[src/hdl/fbu_pkg.sv]
// ----------------------------------------------------------------------------
// fbu_pkg
// Shared types, constants and helpers of the frame-of-reference bit unpacker.
// ----------------------------------------------------------------------------
package fbu_pkg;

  // default parameter values
  localparam int unsigned MaxWidthDef   = 64;
  localparam int unsigned CountBitsDef  = 32;

  // fixed field widths
  localparam int unsigned WidthRegW = 7;   // value_width register
  localparam int unsigned OutW      = 64;  // result value
  localparam int unsigned ByteW     = 8;   // packed input byte
  localparam int unsigned PosW      = 4;   // bit position 0..8 inside a byte
  localparam int unsigned CfgIdxW   = 2;
  localparam int unsigned CfgDataW  = 64;
  localparam int unsigned CountRegW = 32;  // value_count register

  // configuration register indexes
  typedef enum logic [CfgIdxW-1:0] {
    REG_VALUE_WIDTH = 2'd0,
    REG_OUTPUT_SIZE = 2'd1,
    REG_BASE_VALUE  = 2'd2,
    REG_VALUE_COUNT = 2'd3
  } cfg_reg_e;

  // result wrap width
  typedef enum logic [1:0] {
    OSIZE_8  = 2'd0,
    OSIZE_16 = 2'd1,
    OSIZE_32 = 2'd2,
    OSIZE_64 = 2'd3
  } out_size_e;

  // configuration seen by the datapath
  typedef struct packed {
    logic [WidthRegW-1:0] eff_width;  // clamped value width
    out_size_e            out_size;
    logic [OutW-1:0]      base;
  } fbu_cfg_t;

  // mask that wraps a result to the selected output size
  function automatic logic [OutW-1:0] out_mask(out_size_e size);
    logic [OutW-1:0] m;
    case (size)
      OSIZE_8:  m = 64'h0000_0000_0000_00FF;
      OSIZE_16: m = 64'h0000_0000_0000_FFFF;
      OSIZE_32: m = 64'h0000_0000_FFFF_FFFF;
      default:  m = 64'hFFFF_FFFF_FFFF_FFFF;
    endcase
    return m;
  endfunction

endpackage

[src/hdl/fbu_unpack.sv]
// ----------------------------------------------------------------------------
// fbu_unpack
// Byte holding register, single-pass value extraction and result register.
// ----------------------------------------------------------------------------
module fbu_unpack #(
  parameter int unsigned MAX_WIDTH = fbu_pkg::MaxWidthDef,
  parameter int unsigned CNT_W     = fbu_pkg::CountRegW
) (
  input  logic                      clk_i,
  input  logic                      rst_ni,
  input  fbu_pkg::fbu_cfg_t         cfg_i,
  input  logic [CNT_W-1:0]          value_count_i,
  input  logic                      in_valid_i,
  output logic                      in_stall_o,
  input  logic [fbu_pkg::ByteW-1:0] packed_byte_i,
  output logic                      out_valid_o,
  input  logic                      out_stall_i,
  output logic [fbu_pkg::OutW-1:0]  value_o,
  output logic                      run_last_o,
  output logic                      stream_done_o
);
  import fbu_pkg::*;

  localparam int unsigned FillW = (MAX_WIDTH > 1) ? $clog2(MAX_WIDTH) : 1;

  // held byte and stream state
  logic                  hold_valid_q, hold_valid_d;
  logic [ByteW-1:0]      byte_q, byte_d;
  logic [PosW-1:0]       pos_q, pos_d;
  logic [MAX_WIDTH-1:0]  partial_q, partial_d;
  logic [FillW-1:0]      fill_q, fill_d;
  logic [CNT_W-1:0]      done_cnt_q, done_cnt_d;

  // result register
  logic                  out_valid_q, out_valid_d;
  logic [OutW-1:0]       value_q, value_d;
  logic                  run_last_q, run_last_d;
  logic                  stream_done_q, stream_done_d;

  // datapath signals
  logic [WidthRegW-1:0]  fill_ext, pos_ext, need, rem_now, rem_next;
  logic [WidthRegW-1:0]  pos_sum;
  logic [PosW-1:0]       pos_next;
  logic                  fits;
  logic [MAX_WIDTH-1:0]  bits_now, merged, wmask, raw;
  logic [OutW-1:0]       sum_full;
  logic [CNT_W:0]        cnt_inc;
  logic                  stop_now, stop_next, last;
  logic                  out_free, emit, consume, accept;

  // bits still needed for the current value and where they end in the byte
  always_comb begin
    fill_ext = WidthRegW'(fill_q);
    pos_ext  = WidthRegW'(pos_q);
    need     = (fill_ext >= cfg_i.eff_width) ? WidthRegW'(1) : (cfg_i.eff_width - fill_ext);
    pos_sum  = pos_ext + need;
    fits     = (pos_sum <= WidthRegW'(ByteW));
    pos_next = pos_sum[PosW-1:0];
    rem_now  = WidthRegW'(ByteW) - pos_ext;
    rem_next = WidthRegW'(ByteW) - WidthRegW'(pos_next);
  end

  // value assembly, base add and wrap
  always_comb begin
    bits_now = MAX_WIDTH'(byte_q >> pos_q);
    merged   = partial_q | (bits_now << fill_q);
    wmask    = (cfg_i.eff_width >= WidthRegW'(MAX_WIDTH)) ? '1
             : ((MAX_WIDTH'(1) << cfg_i.eff_width) - MAX_WIDTH'(1));
    raw      = merged & wmask;
    sum_full = (cfg_i.base + OutW'(raw)) & out_mask(cfg_i.out_size);
  end

  // stream end tracking
  always_comb begin
    cnt_inc   = {1'b0, done_cnt_q} + (CNT_W + 1)'(1);
    stop_now  = (done_cnt_q >= value_count_i);
    stop_next = (cnt_inc >= {1'b0, value_count_i});
    last      = stop_next || (rem_next < cfg_i.eff_width);
  end

  // handshake control
  always_comb begin
    out_free   = !out_valid_q || !out_stall_i;
    emit       = hold_valid_q && !stop_now && fits && out_free;
    consume    = hold_valid_q && (stop_now || !fits || (emit && last));
    in_stall_o = hold_valid_q && !consume;
    accept     = in_valid_i && !in_stall_o;
  end

  // next state
  always_comb begin
    hold_valid_d  = hold_valid_q;
    byte_d        = byte_q;
    pos_d         = pos_q;
    partial_d     = partial_q;
    fill_d        = fill_q;
    done_cnt_d    = done_cnt_q;
    out_valid_d   = out_valid_q;
    value_d       = value_q;
    run_last_d    = run_last_q;
    stream_done_d = stream_done_q;

    if (emit) begin
      done_cnt_d    = cnt_inc[CNT_W-1:0];
      pos_d         = pos_next;
      value_d       = sum_full;
      run_last_d    = last;
      stream_done_d = stop_next;
      if (last && !stop_next) begin
        // rest of the byte starts the next value
        partial_d = MAX_WIDTH'(byte_q >> pos_next);
        fill_d    = FillW'(rem_next);
      end else begin
        partial_d = '0;
        fill_d    = '0;
      end
    end else if (hold_valid_q && !stop_now && !fits) begin
      // whole rest of the byte goes into the partial value
      partial_d = merged;
      fill_d    = FillW'(fill_ext + rem_now);
    end

    // result register
    if (emit) begin
      out_valid_d = 1'b1;
    end else if (out_free) begin
      out_valid_d = 1'b0;
    end

    // byte holding register
    if (accept) begin
      hold_valid_d = 1'b1;
      byte_d       = packed_byte_i;
      pos_d        = '0;
    end else if (consume) begin
      hold_valid_d = 1'b0;
    end
  end

  // control and stream state
  always_ff @(posedge clk_i or negedge rst_ni) begin
    if (!rst_ni) begin
      hold_valid_q <= 1'b0;
      pos_q        <= '0;
      partial_q    <= '0;
      fill_q       <= '0;
      done_cnt_q   <= '0;
      out_valid_q  <= 1'b0;
    end else begin
      hold_valid_q <= hold_valid_d;
      pos_q        <= pos_d;
      partial_q    <= partial_d;
      fill_q       <= fill_d;
      done_cnt_q   <= done_cnt_d;
      out_valid_q  <= out_valid_d;
    end
  end

  // payload
  always_ff @(posedge clk_i) begin
    byte_q        <= byte_d;
    value_q       <= value_d;
    run_last_q    <= run_last_d;
    stream_done_q <= stream_done_d;
  end

  assign out_valid_o   = out_valid_q;
  assign value_o       = value_q;
  assign run_last_o    = run_last_q;
  assign stream_done_o = stream_done_q;

  // the final value of a stream always closes its byte's run
  a_done_is_last: assert property (@(posedge clk_i) disable iff (!rst_ni)
    out_valid_o && stream_done_o |-> run_last_o)
    else $error("stream_done without run_last");

  // bit position never runs past the byte
  a_pos_range: assert property (@(posedge clk_i) disable iff (!rst_ni)
    hold_valid_q |-> (pos_q <= PosW'(ByteW)))
    else $error("bit position beyond byte");

  // an accepted byte is held from its first bit
  a_accept_loads: assert property (@(posedge clk_i) disable iff (!rst_ni)
    in_valid_i && !in_stall_o |=> hold_valid_q && (pos_q == '0))
    else $error("accepted byte not loaded");

  // nothing follows the final value of a stream
  a_quiet_after_done: assert property (@(posedge clk_i) disable iff (!rst_ni)
    out_valid_o && !out_stall_i && stream_done_o |=> !out_valid_o)
    else $error("result after end of stream");

endmodule

[src/hdl/for_bit_unpacker_top.sv]
// ----------------------------------------------------------------------------
// for_bit_unpacker_top
// Frame-of-reference bit unpacker: packed LSB-first bytes in, base plus value
// results out, wrapped to the selected output size.
// ----------------------------------------------------------------------------
//
//  channel   direction  handshake             payload
//  -------   ---------  --------------------  ---------------------------------
//  input     in         in_valid_i/in_stall_o  packed_byte_i
//  output    out        out_valid_o/out_stall_i value_o, run_last_o, stream_done_o
//  config    in         cfg_valid_i/cfg_ready_o cfg_index_i, cfg_data_i
//
//  The extraction logic yields the results of a byte one after another, and the
//  byte stays held until it has yielded its last one: eight results at width 1, one at width 8.
//  A taken byte goes into the byte holding register, and its results then into the output register.
//  The next byte is taken in the cycle the current one yields its last result.
//  Reset clears the stream state and returns the registers to their defaults.
//  A stalled output holds the byte register once the next result is ready.
//
module for_bit_unpacker_top #(
  parameter int unsigned MAX_WIDTH  = fbu_pkg::MaxWidthDef,
  parameter int unsigned COUNT_BITS = fbu_pkg::CountBitsDef
) (
  input  logic                         clk_i,
  input  logic                         rst_ni,
  input  logic                         cfg_valid_i,
  output logic                         cfg_ready_o,
  input  logic [fbu_pkg::CfgIdxW-1:0]  cfg_index_i,
  input  logic [fbu_pkg::CfgDataW-1:0] cfg_data_i,
  input  logic                         in_valid_i,
  output logic                         in_stall_o,
  input  logic [fbu_pkg::ByteW-1:0]    packed_byte_i,
  output logic                         out_valid_o,
  input  logic                         out_stall_i,
  output logic [fbu_pkg::OutW-1:0]     value_o,
  output logic                         run_last_o,
  output logic                         stream_done_o
);
  import fbu_pkg::*;

  localparam int unsigned CntW = (COUNT_BITS < CountRegW) ? COUNT_BITS : CountRegW;

  logic [WidthRegW-1:0] value_width_q;
  out_size_e            output_size_q;
  logic [OutW-1:0]      base_value_q;
  logic [CntW-1:0]      value_count_q;
  logic [WidthRegW-1:0] eff_width;
  fbu_cfg_t             cfg;

  // registers accept a write in every cycle
  assign cfg_ready_o = 1'b1;

  // configuration registers
  always_ff @(posedge clk_i or negedge rst_ni) begin
    if (!rst_ni) begin
      value_width_q <= WidthRegW'(8);
      output_size_q <= OSIZE_64;
      base_value_q  <= '0;
      value_count_q <= '0;
    end else if (cfg_valid_i && cfg_ready_o) begin
      unique case (cfg_reg_e'(cfg_index_i))
        REG_VALUE_WIDTH: value_width_q <= cfg_data_i[WidthRegW-1:0];
        REG_OUTPUT_SIZE: output_size_q <= out_size_e'(cfg_data_i[1:0]);
        REG_BASE_VALUE:  base_value_q  <= cfg_data_i;
        REG_VALUE_COUNT: value_count_q <= cfg_data_i[CntW-1:0];
        default: ;
      endcase
    end
  end

  // width zero counts as one, oversize widths clamp to the maximum
  always_comb begin
    if (value_width_q == '0) begin
      eff_width = WidthRegW'(1);
    end else if (value_width_q > WidthRegW'(MAX_WIDTH)) begin
      eff_width = WidthRegW'(MAX_WIDTH);
    end else begin
      eff_width = value_width_q;
    end
  end

  assign cfg.eff_width = eff_width;
  assign cfg.out_size  = output_size_q;
  assign cfg.base      = base_value_q;

  // datapath
  fbu_unpack #(
    .MAX_WIDTH (MAX_WIDTH),
    .CNT_W     (CntW)
  ) u_unpack (
    .clk_i         (clk_i),
    .rst_ni        (rst_ni),
    .cfg_i         (cfg),
    .value_count_i (value_count_q),
    .in_valid_i    (in_valid_i),
    .in_stall_o    (in_stall_o),
    .packed_byte_i (packed_byte_i),
    .out_valid_o   (out_valid_o),
    .out_stall_i   (out_stall_i),
    .value_o       (value_o),
    .run_last_o    (run_last_o),
    .stream_done_o (stream_done_o)
  );

endmodule
[config.mk]
export PLATFORM = sky130hd
export DESIGN_NAME = for_bit_unpacker_top
export DESIGN_NICKNAME = d
export VERILOG_FILES = /design/src/hdl/fbu_pkg.sv /design/src/hdl/fbu_unpack.sv /design/src/hdl/for_bit_unpacker_top.sv
export SDC_FILE = /design/constraint.sdc
export NUM_CORES = 1
export LEC_CHECK = 0
export BUFFER_PORTS_ARGS = -buffer_cell sky130_fd_sc_hd__buf_4
export CAP_MARGIN = 0
export CORE_ASPECT_RATIO = 0.7
export CORE_UTILIZATION = 40
export CTS_CLUSTER_SIZE = 20
export DETAILED_ROUTE_END_ITERATION = 10
export GPL_TIMING_DRIVEN = 1
export HOLD_SLACK_MARGIN = 0.12
export PLACE_DENSITY = 0.66
export SLEW_MARGIN = 20
export SYNTH_ARGS = -nofsm -noshare
export SYNTH_HDL_FRONTEND = slang
export SYNTH_SLANG_ARGS = --single-unit
[constraint.sdc]
create_clock -name clk_i -period 6.45 [get_ports clk_i]
set_input_delay 0.645 -clock clk_i [delete_from_list [all_inputs] [get_ports clk_i]]
set_output_delay 0.645 -clock clk_i [all_outputs]
set_load 0.01 [all_outputs]
==> metrics.md, run 1 <==
| Metric | Value |
|---|---|
| Share of post-route cells with drive strength above 1 | 18.1% |
| Status | complete, no violations |
| Setup crit end kind | output pin |
| Core Area | 0.0496 mm^2 |
| Clock root cell | clkbuf_16 |
| Vias in the first global route | 17200 |
| Most frequent cells in the layout | 251 x nor2_1, 220 x a21oi_1, 213 x buf_4 |
| DR DRC count | 0 |
| Final Wtd Congestion | about 1 |
| Later-pin clock latency in the skew report | about 570 ps |
| Sink Count | roughly 290 |
| Crit-path max FO | 14 |
| Syn. warnings | 0 |
| CP Depth | 23 |
| Die W | around 270 um |
| Initial antenna violation count | 2 |
| Setup TNS | 0 ps |
| I/O Buffers | between 100 and 150 |
| Max Freq | 162 MHz |
| IO Pins | about 150 |
| Setup bufs post-CTS | 0 |
| Worst vdd ir | between 0.0004 and 0.0005 V |
| CTS tree | yes |
| Worst slew pin tran | about 1000 ps |
| HP Start | packed_byte_i[7] |
| Max-slew violation count | 0 |
| Yosys top cell area share | 26.0% |
| Hold Path Class | input pin to flop |
| Dpl ws | around 300 ps |
| Pre-antenna DRT Iters | 6 |
| Total CTS buffers | 34 |
| Vias per cell | 5.89 |
| Hold Vio Cnt, Final | 0 |
| Worst setup path startpoint | value_width_q[6] |
| Final worst slack | 264 ps |
| Via count | 18000 |
| Critical Path Max Stage Delay | approximately 410 ps |
| Path depth of the worst reg2reg path | 22 |
| Fillers | 4685 |
| Clock-pin slew on the worst setup and hold paths | ~60 ps |
| Max cap viols | 0 |
| Tot GR Track Use | a little over a quarter |
| Top cell by count, worst path | a21o_1 |
| DP HPWL | between 50000 and 60000 um |
| CP Cell Sequence | inv_4 > nand2_1 > inv_2 > ha_1 > a21o_1 > a221oi_1 > a21oi_1 > a21o_1 > nand2_1 > inv_1 > ha_1 > a21o_1 > a21oi_1 > xnor2_2 > a21boi_4 > ha_1 > a21o_1 > a21oi_1 > o21ai_0 > a21o_1 > a21oi_1 > nor3b_2 > buf_4 |
| Die Footprint | ~0.05 mm^2 |
| Placed Instances | roughly 3000 |
| Largest delay share family, worst path | compound AO/OA/AOI/OAI gates |
| Cell taking the most area after synthesis | dfrtp_1 |
| R2R Path End | u_unpack.value_o[56] |
| Fin nets | 2605 |
| WP buf/inv | 4 |
| Leakage power total | 10.7 nW |
| Number of synthesized flops with an enable pin | 74 |
| Hold Path Cell Cnt | 1 |
| Starting density of the core | between 40% and 50% |
| Hold Path Sink | u_unpack.byte_q[7] |
| DRT antenna net count | 0 |
| Post-synthesis sequential area ratio | ~37% |
| Diodes inserted | 0 |
| Setup violators final | 0 |
| Crit path DAT | roughly 5500 ps |
| Pwr dens | approximately 520 mW/mm^2 |
| Crit-path slowest cell | dfrtp_1 |
| Crit path required time | slightly below 6000 ps |
| Synthesis-stage register bit count | 287 |
| Grt total ovfl | 0 |
| Crit share post-route | between 90 and 100% |
| CTS max path bufs | 3 |
| Synthesized cell area | around 0.020 mm^2 |
| Tmin final | between 6000 and 7000 ps |
| Synth top area cells | dfrtp_1 26%, edfxtp_1 11%, ha_1 9.4%, mux2_2 6.0%, a21oi_1 5.5% |
| Critical R2R Launch | u_unpack.pos_q[1] |
| Startpoint Class | flop |
| First-pass GRT wire length | 105000 um |
| Mean post-synth cell area | 9.11 um^2 |
| Layout area overhead | 16.7% |
| Finished Layout Cells | ~3100 |
| Synthesized instance count | roughly 2200 |
| Post-DR wirelength/cell | 22.5 um |
| WL final | 68800 um |
| R2R Setup Slk | around 410 ps |
| Worst setup path class | flop to output pin |
| Unique cell type count in the Yosys netlist | between 80 and 90 |
| Layout Skew | 29.6 ps |
| Row count | 68 |
| RSZ-0062 raised after global routing | false |
| Htree depth | 2 |
| Commonest non-fill, non-tap cell in the layout | nor2_1 |
| Largest net degree at the start of global routing | 159 |
| Slew HR | a little over 30% |
| Footprint of the multi-input gates | 0.0120 mm^2 |
| Top FF cell, synth | dfrtp_1 |
| DR iter-0 viols | roughly 2400 |
| Flip-flop and latch area | about 0.0076 mm^2 |
| Height of the die | 190 um |
| Ys async rst share | roughly three quarters |
[Yosys cell counts (all sizes together) (7+ instances only)]
master and n:
and2 18, or2 13, a31oi 37, a21oi 221, mux2 108, edfxtp 74, o211ai 8, ha 151
a221oi 9, nor3 41, nand2b 9, nor2 254, buf 23, o21bai 15, and3 23, a211oi 25
mux2i 20, o21ai 111, nor2b 26, nand2 168, a21boi 7, dfrtp 210, a22o 9, nand4 36
a32o 10, xor2 65, o31ai 13, or3 15, xnor2 76, clkbuf 81, nor4 12, o21a 19
nor3b 10, nand3 53, inv 84, a21o 61
[report_power, final]
| group | switching [mW] | leakage, nW | internal (mW) | total, mW |
|---|---|---|---|---|
| combinational | 4.68 | 6.77 | 2.75 | 7.42 |
| sequential | 0.354 | 3.37 | 2.60 | 2.96 |
| clock | 0.842 | 0.559 | 1.14 | 1.98 |
| total | 5.87 | 10.7 | 6.49 | 12.4 |
[cells by family after synthesis]
family                   after synthesis  synth area share (%)
buffers and inverters                189                  3.63
AO/OA/AOI/OAI                        618                  19.4
AND/OR/NAND/NOR                      693                  16.0
flip-flops                           287                  37.4
other                                  1                0.0186
multiplexers                         134                  7.68
XOR/XNOR                             141                  6.11
adder cells (fa/ha/maj)              155                  9.75
[state kept, by name (all words and copies together) (netlist names)]
signal / cells
u_unpack.fill_q: 6
output_size_q: 2
u_unpack.run_last_o: 1
u_unpack.hold_valid_q: 1
u_unpack.pos_q: 4
base_value_q: 64
u_unpack.value_o: 64
value_width_q: 7
u_unpack.out_valid_o: 1
u_unpack.stream_done_o: 1
u_unpack.byte_q: 8
u_unpack.done_cnt_q: 32
u_unpack.partial_q: 64
value_count_q: 32
[final cells by class]
type                       count  share of cell area, %
clock inverter                17                  0.822
sequential                   287                   32.0
tap                          665                   3.53
multi-input combinational   1743                   50.9
clock buffer                  45                   4.04
timing repair buffer         220                   7.31
inverter                      85                   1.36
[metrics by stage]
stage | hold slack, ps | instance area (um^2) | util (%) | power [mW]
2_1_floorplan | 349 | 20200 | - | 7.55
3_3_place_gp | 466 | 22300 | 45.1 | 10.1
3_5_place_dp | 478 | 22300 | 45.1 | 10.1
4_1_cts | 243 | 23500 | 47.4 | 12.2
5_1_grt | 250 | 23600 | 47.5 | 13.2
6_report | 265 | 23600 | 47.5 | 12.4
[metal layers]
layer  up-vias  wire length (um)  global-route usage (%)
li1       8363                 -                       -
met3        89              6680                    6.70
met5         -                26                       0
met1      8836             33200                    40.7
met2       752             27600                    36.9
met4         4              1250                    6.04
[worst reg2reg max path, stage by stage, from the launching register on]
cell and delay (ps):
dfrtp_1 500, mux2_2 400, mux4_2 500, nor4b_1 160, a211oi_1 350, mux2i_1 210
mux2i_2 370, nor2_1 130, nor2_1 180, a31oi_2 110, ha_1 420, and3_1 250
nand4_1 130, a211oi_1 320, o31ai_1 130, buf_4 160, o221ai_1 300, o21ai_0 180
buf_4 190, a31oi_1 410, a31oi_1 180, xor2_1 160, nor2_1 50
[timing repair]
| action | 4_1_cts | 5_1_grt |
|---|---|---|
| endpoints found under the hold margin | 53 | 0 |
| hold buffers | 1 | 0 |
| resized for setup | 4 | 21 |
| endpoints found under the setup margin | 1 | 16 |
[worst max-delay path by stage]
stage                             end  slack, ps
2_1_floorplan  u_unpack.done_cnt_q[8]        260
3_5_place_dp     u_unpack.value_o[52]        300
4_1_cts                    in_stall_o         40
6_report                   in_stall_o        260
5_1_grt                    in_stall_o          2
3_3_place_gp     u_unpack.value_o[56]        420
Power figures use the tool's default switching activity.
==> inputs of run 2 (changes only) <==
- BUFFER_PORTS_ARGS: -buffer_cell sky130_fd_sc_hd__buf_4 -> -buffer_cell sky130_fd_sc_hd__buf_2
==> metrics.md, run 2 (synthesis gave the netlist of run 1 again) <==
| Metric | Value |
|---|---|
| Status | complete, no violations |
| Layout Skew | 11.3 ps |
| Crit-path slowest cell | or4_1 |
| Worst setup path startpoint | value_width_q[5] |
| Crit path required time | around 5800 ps |
| Later-pin clock latency in the skew report | 590 ps |
| Cell area after layout | 0.0231 mm^2 |
| Max cap viols | 0 |
| Vias per cell | ~5.9 |
| Pwr dens | between 500 and 600 mW/mm^2 |
| IO Pins | about 150 |
| Max Freq | approximately 160 MHz |
| DR iter-0 viols | around 1800 |
| First-pass GRT wire length | 104000 um |
| Crit-path max FO | 16 |
| Fin nets | 2603 |
| WP buf/inv | 4 |
| Switch Pwr | between 5 and 6 mW |
| Clock root cell | clkbuf_16 |
| Grt total ovfl | 0 |
| Commonest non-fill, non-tap cell in the layout | nor2_1 |
| Tot Pwr | between 10 and 15 mW |
| Leakage power total | around 11 nW |
| Crit share post-route | between 90 and 100% |
| Post-Place Cell Area | approximately 0.022 mm^2 |
| Switching Fraction | between 40% and 50% |
| Setup TNS | 0 ps |
| Vias in the first global route | 17000 |
| Sink Count | roughly 290 |
| CP Cell Sequence | nand2_1 > clkinvlp_4 > ha_1 > and3_1 > and4_1 > or4_1 > ha_1 > inv_1 > fa_1 > buf_4 > and3_1 > xor2_1 > ha_1 > o2111ai_1 > o21ai_0 > a21o_2 > a21oi_1 > nor3b_2 > buf_2 |
| Fillers | ~4800 |
| Critical R2R Launch | u_unpack.pos_q[2] |
| Clock power share | 15.3% |
| Tmin final | between 6000 and 7000 ps |
| Top cell by count, worst path | ha_1 |
| Footprint of the multi-input gates | approximately 0.012 mm^2 |
| HP Start | packed_byte_i[2] |
| Die W | about 270 um |
| CTS tree | yes |
| Slew HR | between 30% and 40% |
| Htree depth | 1 |
| Initial antenna violation count | 0 |
| DRT antenna net count | 0 |
| Max-slew violation count | 0 |
| Hold Path Class | input pin to flop |
| DP HPWL | about 52000 um |
| Setup violators final | 0 |
| Layout area overhead | 14.3% |
| Post-DR wirelength/cell | 22.0 um |
| Hold Vio Cnt, Final | 0 |
| Die Footprint | 0.0514 mm^2 |
| WL final | 67200 um |
| Clock-pin slew on the worst setup and hold paths | 70 ps |
| Placed Instances | 3000 |
| Internal | 6.23 mW |
| Largest delay share family, worst path | simple AND/OR/NAND/NOR gates |
| Setup crit end kind | output pin |
| I/O Buffers | approximately 150 |
| Startpoint Class | flop |
| DR DRC count | 0 |
| Finished Layout Cells | about 3100 |
| Pre-antenna DRT Iters | 8 |
| Flip-flop and latch area | roughly 0.0076 mm^2 |
| Core Area | 0.0496 mm^2 |
| Tot GR Track Use | 26.0% |
| Total CTS buffers | 31 |
| Worst setup path class | flop to output pin |
| Critical Path Max Stage Delay | approximately 550 ps |
| Via count | 17900 |
| Share of post-route cells with drive strength above 1 | between 10% and 20% |
| Sequential power share | about a quarter |
| Starting density of the core | about 41% |
| Worst vdd ir | between 0.0004 and 0.0005 V |
| Combinational share of power | between 50% and 60% |
| Row count | between 60 and 70 |
| Height of the die | 190 um |
| CTS max path bufs | 3 |
| Most frequent cells in the layout | 252 x nor2_1, 219 x a21oi_1, 207 x dfrtp_1 |
| Largest net degree at the start of global routing | 163 |
| Crit path DAT | between 5000 and 6000 ps |
| Worst slew pin tran | 1050 ps |
| Final Wtd Congestion | a little over 1 |
[run 2: changes by cell type in the layout (fill, tap and decap cells not counted), sizes merged]
| cell | before | now |
|---|---|---|
| inv | 86 | 85 |
| clkbuf | 46 | 42 |
| clkinvlp | 2 | 5 |
| clkinv | 12 | 9 |
| bufinv | 2 | 3 |
| buf | 218 | 219 |
| diode | 0 | 1 |
[run 2: worst paths after layout]
path / slack [ps] / cells past startpoint / to
worst min-delay path: 230 / 1 / u_unpack.byte_q[2]
worst max register to register: 410 / 20 / u_unpack.value_o[52]
max in group asynchronous: 4460 / 3 / u_unpack.pos_q[1]
worst min register to register: 490 / 2 / u_unpack.partial_q[49]
worst max-delay path: 230 / 19 / in_stall_o
min in group asynchronous: 580 / 2 / u_unpack.done_cnt_q[11]
[run 2: timing repair]
action,CTS,global route
endpoints found under the hold margin,49,0
hold buffers,1,0
buffers inserted,0,0
gates resized for setup,3,20
endpoints found under the setup margin,1,22
[run 2: metal layers]
layer | GRT usage (%) | vias to the layer above | routed length, um
li1 | - | 8370 | -
met1 | 39.5 | 8715 | 32300
met4 | 4.82 | 0 | 1260
met5 | 0 | - | 0
met2 | 36.6 | 781 | 27100
met3 | 6.77 | 79 | 6610
[run 2: power groups by stage]
stage / Combinational (mW) / Clock [mW] / Sequential (mW)
2_1_floorplan: 4.57 / 0 / 2.98
3_3_place_gp: 6.82 / 0 / 2.98
3_5_place_dp: 6.90 / 0 / 2.99
4_1_cts: 6.94 / 1.87 / 2.96
5_1_grt: 7.79 / 1.92 / 3.03
6_report: 7.15 / 1.83 / 2.97
[run 2: through the flow]
stage / utilization, % / hold slack [ps] / setup slack (ps)
finish: 46.5 / 227 / 234
global route: 46.5 / 216 / -8.18
CTS: 46.4 / 208 / 39.2
detailed placement: 44.3 / 472 / 109
global placement: 44.3 / 467 / 282
floorplan: - / 349 / 262
[run 2: cell type report]
cell class,count,area share (%)
Multi-Input combinational cell,1743,51.9
Inverter,85,1.41
Clock inverter,17,0.775
Tap cell,665,3.60
Clock buffer,41,3.70
Timing Repair Buffer,221,5.81
Antenna cell,1,0.0108
Sequential cell,287,32.7
==> inputs of run 3 (changes only) <==
- CTS_BUF_LIST: unset -> sky130_fd_sc_hd__clkbuf_4
==> metrics.md, run 3 (synthesis gave the netlist of run 1 again) <==
| Metric | Value |
|---|---|
| CTS max path bufs | 3 |
| Tmin final | 6190 ps |
| Starting density of the core | approximately two fifths |
| Later-pin clock latency in the skew report | 830 ps |
| Hold Path Sink | output_size_q[1] |
| Crit-path max FO | 28 |
| Max cap viols | 0 |
| Hold Path Class | input pin to flop |
| Setup crit end kind | output pin |
| Pre-antenna DRT Iters | 7 |
| Pwr dens | around 500 mW/mm^2 |
| Total CTS buffers | 78 |
| Vias per cell | 5.75 |
| Layout area overhead | 18.9% |
| R2R Path End | u_unpack.value_o[63] |
| Vias in the first global route | roughly 18000 |
| DR DRC count | 0 |
| DP HPWL | 51900 um |
| First-pass GRT wire length | about 110000 um |
| Crit share post-route | between 90% and 100% |
| Die W | around 270 um |
| Initial antenna violation count | 2 |
| DR iter-0 viols | around 1800 |
| Dpl ws | 109 ps |
| Max Freq | about 160 MHz |
| Htree depth | 3 |
| Row count | a little under 70 |
| Fin nets | about 2700 |
| HP Start | cfg_valid_i |
| Worst slew pin tran | ~1100 ps |
| Max-slew violation count | 0 |
| Sink Count | roughly 290 |
| Commonest non-fill, non-tap cell in the layout | nor2_1 |
| IO Pins | approximately 150 |
| Core Area | roughly 0.050 mm^2 |
| Leakage power total | 11.0 nW |
| Core Util, Final | between 40% and 50% |
| Most frequent cells in the layout | 252 x nor2_1, 218 x a21oi_1, 203 x dfrtp_1 |
| Via count | 18600 |
| Final worst slack | approximately 260 ps |
| Share of post-route cells with drive strength above 1 | ~21% |
| Clock-pin slew on the worst setup and hold paths | approximately 70 ps |
| WL final | 68700 um |
| Fin Hold WS | 276 ps |
| I/O Buffers | between 100 and 150 |
| DRT antenna net count | 0 |
| Path depth of the worst reg2reg path | 20 |
| Hold Vio Cnt, Final | 0 |
| Height of the die | 190 um |
| Slew HR | between 20% and 30% |
| Clock root cell | clkbuf_4 |
| Critical R2R Launch | u_unpack.pos_q[1] |
| Tot Pwr | 12.1 mW |
| Tot GR Track Use | a little over a quarter |
| Worst setup path class | flop to output pin |
| Die Footprint | about 0.051 mm^2 |
| Startpoint Class | flop |
| Final Wtd Congestion | just over 1 |
| Status | complete, no violations |
| Largest net degree at the start of global routing | 163 |
| CTS tree | yes |
| Crit path required time | ~5800 ps |
| Worst vdd ir | between 0.0005 and 0.0006 V |
| Hold Path Cell Cnt | 3 |
| Crit path DAT | 5550 ps |
| Layout Skew | about 70 ps |
| Setup violators final | 0 |
| Post-DR wirelength/cell | around 21 um |
| Grt total ovfl | 0 |
| R2R Setup Slk | a little over 300 ps |
run 3: cell count changes in the layout (fill, tap and decap cells not counted), moves of 3 or more:
cell	change
clkbuf_16	-32
dlygate4sd3_1	+74
clkinv_1	+14
clkbuf_1	-7
dfrtp_1	-4
buf_4	+8
clkinvlp_4	-3
dfrtp_2	+4
clkbuf_4	+118
run 3: critical path: stages, from the launching register on:
cell	delay (ps)
dfrtp_1	420
buf_4	280
or3_1	500
o221ai_4	330
inv_1	70
or4_1	510
ha_1	230
inv_1	70
fa_1	440
buf_4	220
and3_1	160
xor2_1	170
ha_1	310
o2111ai_1	110
o21ai_0	160
a21o_2	230
a21oi_1	100
nor3b_2	230
buf_2	170
run 3: what timing repair did:
item | 4_1_cts | 5_1_grt
pin swaps | 0 | 3
setup buffers | 1 | 8
hold buffers | 75 | 0
endpoints found under the hold margin | 166 | 0
endpoints found under the setup margin | 1 | 21
resized for setup | 11 | 24
run 3: power breakdown:
group	total, mW	internal, mW	switching (mW)
sequential	2.97	2.60	0.366
clock	1.79	0.963	0.830
combinational	7.31	2.68	4.62
run 3: worst max path at each step:
stage                       from                endpoint  slack, ps  cells past startpoint
2_1_floorplan   value_width_q[3]  u_unpack.done_cnt_q[8]        260                     17
3_3_place_gp   u_unpack.pos_q[1]    u_unpack.value_o[56]        280                     22
3_5_place_dp   u_unpack.pos_q[1]    u_unpack.value_o[56]        110                     22
4_1_cts         value_width_q[6]              in_stall_o         50                     23
5_1_grt         value_width_q[6]              in_stall_o        -10                     23
6_report        value_width_q[6]              in_stall_o        260                     18
run 3: per-stage QoR:
| step | cells | area, um^2 | setup TNS [ps] |
|---|---|---|---|
| after floorplan | 2219 | 20200 | 0 |
| after global placement | 3000 | 22000 | 0 |
| after detailed placement | 3000 | 22000 | 0 |
| after CTS | 3222 | 23800 | 0 |
| after global routing | 3231 | 24000 | -14.6 |
| final | 3233 | 24000 | 0 |
run 3: area by class of cell:
| cell class | count | area, um^2 |
|---|---|---|
| multi-input combinational | 1743 | 12000 |
| timing repair buffer | 304 | 2160 |
| fill | 4723 | 25600 |
| antenna | 3 | 7.51 |
| clock inverter | 28 | 200 |
| sequential | 287 | 7560 |
| clock buffer | 118 | 886 |
| inverter | 85 | 328 |
| tap | 665 | 832 |
run 3: layer usage:
layer | share of wire [%] | up-vias | GRT usage (%)
li1 | - | 8692 | -
met1 | 46 | 8920 | 38.7
met2 | 40 | 853 | 36.9
met3 | 11 | 110 | 9.33
met4 | 2.3 | 0 | 8.34
met5 | 0 | - | 0
